$ cat src/rtl/wgv_pkg.sv
// shared constants, tables and helpers of the wind gust vector field unit
`default_nettype none
package wgv_pkg;

	localparam int OCTAVES = 3;
	localparam int NHORNER = 5;

	typedef logic [2:0][31:0] vec3_t;

	// configuration register indexes
	localparam logic [2:0] CFG_DIR_X    = 3'd0;
	localparam logic [2:0] CFG_DIR_Y    = 3'd1;
	localparam logic [2:0] CFG_DIR_Z    = 3'd2;
	localparam logic [2:0] CFG_STRENGTH = 3'd3;
	localparam logic [2:0] CFG_GUST     = 3'd4;
	localparam logic [2:0] CFG_SEED     = 3'd5;

	localparam logic [30:0] ONE_Q30      = 31'd1073741824;
	localparam logic [30:0] HALF_PI_Q30  = 31'd1686629713;
	localparam logic [29:0] INV_TWO_PI   = 30'd683565276;
	localparam logic [30:0] Y_LIMIT_Q30  = 31'd1063004406;
	localparam logic [16:0] GUST_ONE     = 17'd65536;

	// spatial frequencies in turns, Q0.32
	localparam logic [29:0] FREQ [0:7][0:2] = '{
		'{30'd88863486,  30'd34178264,  30'd143548708},
		'{30'd252919152, 30'd75192180,  30'd198233930},
		'{30'd485331346, 30'd129877402, 30'd362289596},
		'{30'd0, 30'd0, 30'd0}, '{30'd0, 30'd0, 30'd0}, '{30'd0, 30'd0, 30'd0},
		'{30'd0, 30'd0, 30'd0}, '{30'd0, 30'd0, 30'd0}
	};
	localparam logic [31:0] SPEED [0:7] = '{
		32'd751921803, 32'd1572200134, 32'd2529191520,
		32'd0, 32'd0, 32'd0, 32'd0, 32'd0
	};
	localparam logic [15:0] AMP [0:7] = '{
		16'd32768, 16'd19661, 16'd13107, 16'd0, 16'd0, 16'd0, 16'd0, 16'd0
	};

	// horner divisors 110, 72, 42, 20, 6 as reciprocal multiply and shift
	localparam int HD_S [0:NHORNER-1] = '{39, 39, 38, 37, 35};
	localparam logic [32:0] HD_M [0:NHORNER-1] = '{
		33'(((65'd1 << 39) + 65'd109) / 65'd110),
		33'(((65'd1 << 39) + 65'd71) / 65'd72),
		33'(((65'd1 << 38) + 65'd41) / 65'd42),
		33'(((65'd1 << 37) + 65'd19) / 65'd20),
		33'(((65'd1 << 35) + 65'd5) / 65'd6)
	};

	// round to nearest, ties away from zero
	function automatic logic signed [71:0] rshr(input logic signed [71:0] v,
			input int unsigned sh);
		logic [71:0] mag;
		logic [71:0] r;
		mag = v[71] ? 72'(-v) : 72'(v);
		r = (mag + (72'd1 << (sh - 1))) >> sh;
		return v[71] ? -$signed(r) : $signed(r);
	endfunction

endpackage
`default_nettype wire

$ cat src/rtl/wgv_norm.sv
// sequential vector normalizer: prescale, sum of squares, bit serial root and divide
`default_nettype none
module wgv_norm (
	input  wire logic           clk,
	input  wire logic           arst_n,
	input  wire logic           start,
	input  wire wgv_pkg::vec3_t vec,
	output logic                done,
	output wgv_pkg::vec3_t      unit
);
	import wgv_pkg::*;

	localparam logic [2:0] ST_IDLE  = 3'd0;
	localparam logic [2:0] ST_SHIFT = 3'd1;
	localparam logic [2:0] ST_SQ    = 3'd2;
	localparam logic [2:0] ST_SQRT  = 3'd3;
	localparam logic [2:0] ST_DLOAD = 3'd4;
	localparam logic [2:0] ST_DIV   = 3'd5;

	logic [2:0]  state_q;
	logic [4:0]  cnt_q;
	logic [1:0]  idx_q;
	logic        done_q;
	logic [31:0] m_q [0:2];
	logic [2:0]  neg_q;
	logic [63:0] n_q;
	logic [63:0] r_q;
	logic [63:0] bit_q;
	logic [31:0] s_q;
	logic [31:0] rem_q;
	logic [30:0] lo_q;
	logic [30:0] quo_q;
	vec3_t       unit_q;

	logic [31:0] a [0:2];
	logic        all_zero;
	logic        big;
	logic [63:0] rb;
	logic [61:0] num;
	logic [32:0] rem2;
	logic        qb;
	logic [31:0] rem_n;
	logic [30:0] quo_n;

	always_comb begin
		for (int i = 0; i < 3; i++) begin
			a[i] = vec[i][31] ? 32'(-$signed(vec[i])) : vec[i];
		end
		all_zero = (vec[0] == 32'd0) && (vec[1] == 32'd0) && (vec[2] == 32'd0);
		big = (|m_q[0][31:30]) | (|m_q[1][31:30]) | (|m_q[2][31:30]);
		rb = r_q + bit_q;
		num = {m_q[idx_q], 30'd0} + 62'(r_q[31:0] >> 1);
		rem2 = {rem_q, lo_q[30]};
		qb = rem2 >= {1'b0, s_q};
		rem_n = qb ? 32'(rem2 - {1'b0, s_q}) : rem2[31:0];
		quo_n = {quo_q[29:0], qb};
	end

	always_ff @(posedge clk or negedge arst_n) begin
		if (!arst_n) begin
			state_q <= ST_IDLE;
			cnt_q <= '0;
			idx_q <= '0;
			done_q <= 1'b0;
		end else begin
			done_q <= 1'b0;
			unique case (state_q)
				ST_IDLE: begin
					if (start) begin
						if (all_zero) begin
							done_q <= 1'b1;
						end else begin
							state_q <= ST_SHIFT;
						end
					end
				end
				ST_SHIFT: begin
					if (big) begin
						state_q <= ST_SQ;
						idx_q <= '0;
					end
				end
				ST_SQ: begin
					if (idx_q == 2'd2) begin
						state_q <= ST_SQRT;
						cnt_q <= '0;
					end else begin
						idx_q <= idx_q + 2'd1;
					end
				end
				ST_SQRT: begin
					cnt_q <= cnt_q + 5'd1;
					if (cnt_q == 5'd31) begin
						state_q <= ST_DLOAD;
						idx_q <= '0;
					end
				end
				ST_DLOAD: begin
					state_q <= ST_DIV;
					cnt_q <= '0;
				end
				ST_DIV: begin
					cnt_q <= cnt_q + 5'd1;
					if (cnt_q == 5'd30) begin
						if (idx_q == 2'd2) begin
							state_q <= ST_IDLE;
							done_q <= 1'b1;
						end else begin
							state_q <= ST_DLOAD;
							idx_q <= idx_q + 2'd1;
						end
					end
				end
				default: begin
					state_q <= ST_IDLE;
				end
			endcase
		end
	end

	always_ff @(posedge clk) begin
		unique case (state_q)
			ST_IDLE: begin
				for (int i = 0; i < 3; i++) begin
					m_q[i] <= a[i];
					neg_q[i] <= vec[i][31];
				end
				n_q <= '0;
				if (start && all_zero) begin
					unit_q <= {32'd0, 32'd0, 32'(ONE_Q30)};
				end
			end
			ST_SHIFT: begin
				if (!big) begin
					for (int i = 0; i < 3; i++) begin
						m_q[i] <= {m_q[i][30:0], 1'b0};
					end
				end
			end
			ST_SQ: begin
				n_q <= n_q + 64'(m_q[idx_q]) * 64'(m_q[idx_q]);
				r_q <= '0;
				bit_q <= 64'd1 << 62;
			end
			ST_SQRT: begin
				if (n_q >= rb) begin
					n_q <= n_q - rb;
					r_q <= (r_q >> 1) + bit_q;
				end else begin
					r_q <= r_q >> 1;
				end
				bit_q <= bit_q >> 2;
			end
			ST_DLOAD: begin
				if (idx_q == 2'd0) begin
					s_q <= r_q[31:0];
				end
				rem_q <= {1'b0, num[61:31]};
				lo_q <= num[30:0];
				quo_q <= '0;
			end
			ST_DIV: begin
				rem_q <= rem_n;
				lo_q <= {lo_q[29:0], 1'b0};
				quo_q <= quo_n;
				if (cnt_q == 5'd30) begin
					unit_q[idx_q] <= neg_q[idx_q] ? 32'(-$signed({1'b0, quo_n}))
						: {1'b0, quo_n};
				end
			end
			default: begin
				n_q <= n_q;
			end
		endcase
	end

	// first quotient load uses the root while it still sits in r_q
	assign done = done_q;
	assign unit = unit_q;

endmodule
`default_nettype wire

$ cat config.mk
export PLATFORM = sky130hd
export DESIGN_NAME = wgv_norm
export DESIGN_NICKNAME = d
export VERILOG_FILES = /design/src/rtl/wgv_pkg.sv /design/src/rtl/wgv_norm.sv
export SDC_FILE = /design/constraint.sdc
export NUM_CORES = 2
export LEC_CHECK = 0
export BUFFER_PORTS_ARGS = -buffer_cell sky130_fd_sc_hd__buf_2
export CORE_MARGIN = 3
export CORE_UTILIZATION = 70
export DETAILED_ROUTE_END_ITERATION = 8
export HOLD_SLACK_MARGIN = 0.05
export PLACE_DENSITY = 0.94
export SLEW_MARGIN = 20
export SYNTH_ARGS = -nofsm -noshare
export SYNTH_HDL_FRONTEND = slang
export SYNTH_SLANG_ARGS = --single-unit
$ cat constraint.sdc
create_clock -name clk -period 14.18 [get_ports clk]
set_input_delay 0.709 -clock clk [delete_from_list [all_inputs] [get_ports clk]]
set_output_delay 0.709 -clock clk [all_outputs]
set_load 0.02 [all_outputs]
==> summary.txt <==
Global routing
  – Total Routing Usage GR: roughly 42%
  – Initial antenna violation count: 2
  – GRT overflow: 0
  – Largest net degree at the start of global routing: about 110
  – Vias in the first global route: between 50000 and 60000
  – Global-route wire length before repair: ~300000 um

Clock network
  – CTS Buf Count: 54
  – Clock transition at path regs: about 70 ps
  – CTS tree: built
  – Cts repair resizes: 0
  – Clock Path Buffers: 3
  – Clock root cell: clkbuf_16
  – H-tree depth: 2
  – Clk sinks: between 400 and 500
  – Worst skew pair latency: roughly 680 ps

Route
  – Count of antenna-violating nets left after detailed routing: 0
  – Routed length on met3: about 23000 um
  – Met1 WL: 67160 um
  – Drt total wl: slightly below 200000 um
  – Vias: 53352
  – DR top layer: met5
  – Wire length on met2: 89540 um
  – WL per Instance: between 20 and 25 um
  – Drt drc: 0
  – DR vias/cell: approximately 6.5
  – DRT Pass-1 Iters: 7
  – Drt initial violations: 6779

STA
  – Setup TNS: 0 ps
  – Final Hold Slack: between 400 and 500 ps
  – Worst-margin pin slew: about 1200 ps
  – Fin crit period: between 10000 and 15000 ps
  – F_max: approximately 88 MHz
  – Pins Over Slew Limit: 0
  – RSZ-0062 raised after global routing: no
  – Clock Skews: 81.78 ps
  – Final hold violation count: 0
  – Final setup viols: 0
  – Tcrit/Tclk final: 80.43%
  – Relative slew slack: 17.92%

Yosys
  – Count of different cell masters after synthesis: 86
  – Synth Area in XOR/XNOR: between 5 and 6%
  – Most used flip-flop cell after synthesis: edfxtp_1
  – Top cells by area, synth: fa_1 27%, edfxtp_1 23%, ha_1 8.3%, inv_1 7.6%, nor2_1 4.0%
  – Post-synth top cells: 1283 x inv_1, 874 x fa_1, 679 x nor2_1
  – Number of synthesis warnings: 0
  – Synth Area in Simple Gates: between 10% and 20%
  – Largest family of logic cells by synthesized area: adder cells
  – Fraction of synthesized area in multiplexers: less than 1%
  – Share of the synthesized area in the top cell type: between 20% and 30%
  – Syn Nets: 8348
  – Area leader, netlist: fa_1
  – Adder-Cell Fraction of Synth Area: 35.77%
  – Async S/R FF share, synth: 2.240%
  – Seq/Total Area, Yosys: between 20% and 30%
  – Cells after synthesis: just under 7000
  – Mapped Avg Cell Area: roughly 9.2 sq um
  – #FFs+latches synth: 491
  – Post-Syn Area: roughly 64000 sq um
  – Compound-gate portion of the synthesized area: 12.74%
  – Most numerous cell in the Yosys netlist: inv_1
  – EDFF count, synth: 480

Die
  – Die H: a little over 300 um
  – Core area: slightly below 90000 sq um
  – DIE WIDTH: just over 300 um
  – Num rows: approximately 110
  – Initial core utilization: 71.28%
  – Die area: ~95000 sq um
  – Top Ports: 196

Place
  – GPL Wtd Cong: 1.050
  – Inst Count DP: about 8000
  – Post-DP HPWL: between 150000 and 200000 um
  – Port Buffers: between 150 and 200

Worst setup path
  – Crit path DAT: about 12000 ps
  – CP max FO: 42
  – Crit path launch type: register
  – Worst Path Class, Setup: register to register
  – Worst Path Buf+Inv: 10
  – Critical Path RT: around 15000 ps
  – CP most frequent cell: fa_1
  – CP max stage delay: ~900 ps
  – Worst path top cell family by delay: adder cells
  – Worst path slowest cell: o41ai_1
  – CP Capture Type: register

Status
  – Status: completed

Worst hold path
  – Hold Path Class: primary input to register

Cells and area
  – Area Overhead vs Synth: 5.956%
  – Nets: 8376
  – Final Core Density: 75.53%
  – Share of cells above drive strength 1: under 10%
  – Finished Layout Cells: 8187

Flow run
  – Max Cap Viol: 0
[metal layers]
metal | global-route usage (%) | vias up
met3 | 10.14 | 1086
met4 | 26.74 | 4
li1 | - | 22778
met1 | 51.43 | 25705
met5 | 0 | -
met2 | 65.77 | 3779
[kinds of logic (layout without fill, tap and decap cells)]
| logic type | Yosys count | count (layout) |
|---|---|---|
| buf+inv | 1592 | 1660 |
| flops | 491 | 491 |
| other cells | 0 | 1 |
| xor+xnor | 407 | 407 |
| mux | 52 | 52 |
| compound gates | 1299 | 1299 |
| simple gates | 1816 | 1816 |
| fa+ha+maj | 1296 | 1296 |
[worst paths after layout]
check | start | end | depth (start not counted) | slack, ps
worst max-delay path | idx_q[1] | n_q[56] | 32 | 2770
worst min-delay path | start | done | 3 | 430
worst max register to register | idx_q[1] | n_q[56] | 32 | 2770
worst min register to register | r_q[0] | s_q[0] | 0 | 490
max in group asynchronous | arst_n | idx_q[1] | 2 | 13330
min in group asynchronous | arst_n | state_q[0] | 2 | 510
[final cells by class]
cell class / count / area [sq um]
antenna: 1 / 2.502
clock buffer: 62 / 1381
clock inverter: 34 / 412.9
fill: 5920 / 21860
inverter: 1295 / 4861
multi-input combinational: 4870 / 43130
sequential: 491 / 14690
tap: 1165 / 1458
timing repair buffer: 269 / 1534
[through the flow]
step / worst slack, ps / instance area (sq um)
detailed placement: 3241 / 65650
floorplan: 4831 / 63680
finish: 2775 / 67470
global placement: 3478 / 65650
CTS: 3194 / 67460
global route: 2376 / 67470
[sequential cells by signal (all words and copies together), names as in the netlist, 31 cells and up]
signal	flops
s_q	32
r_q	64
n_q	64
rem_q	32
lo_q	31
bit_q	32
unit	96
m_q	96
[what timing repair did]
action	in CTS	in global routing
buffers inserted	0	0
hold buffers	1	0
hold endpoints to repair	11	0
[worst reg2reg max path, delay by kind of cell (launching register included)]
family / cells / cell delay [ps]
simple gates: 6 / 1610
fa+ha+maj: 9 / 4390
flops: 1 / 880
buf+inv: 10 / 2300
compound gates: 6 / 1790
xor+xnor: 1 / 150
[cells in the final DEF, fill, tap and decap left out, types with 27 or more instances in the layout]
cell type	n
a22oi_1	36
o31ai_1	48
clkbuf_16	54
o21a_1	38
o21bai_1	43
o21ai_0	248
buf_2	195
buf_4	73
and3_1	52
mux2i_1	47
xor2_1	229
fa_1	874
nor2_1	677
and2_1	46
nand3_1	69
inv_1	1283
a21oi_1	409
edfxtp_1	480
o22ai_1	27
a31oi_1	85
nand2b_1	29
nand2_1	664
nand4_1	53
xnor2_1	178
nor3_1	56
a211oi_1	113
or3_1	42
a21o_1	92
ha_1	417
nor2b_1	30
Power is left out: the tool's default activity adds up to more than one toggle a clock period on the data nets, which glitch-free logic cannot reach.
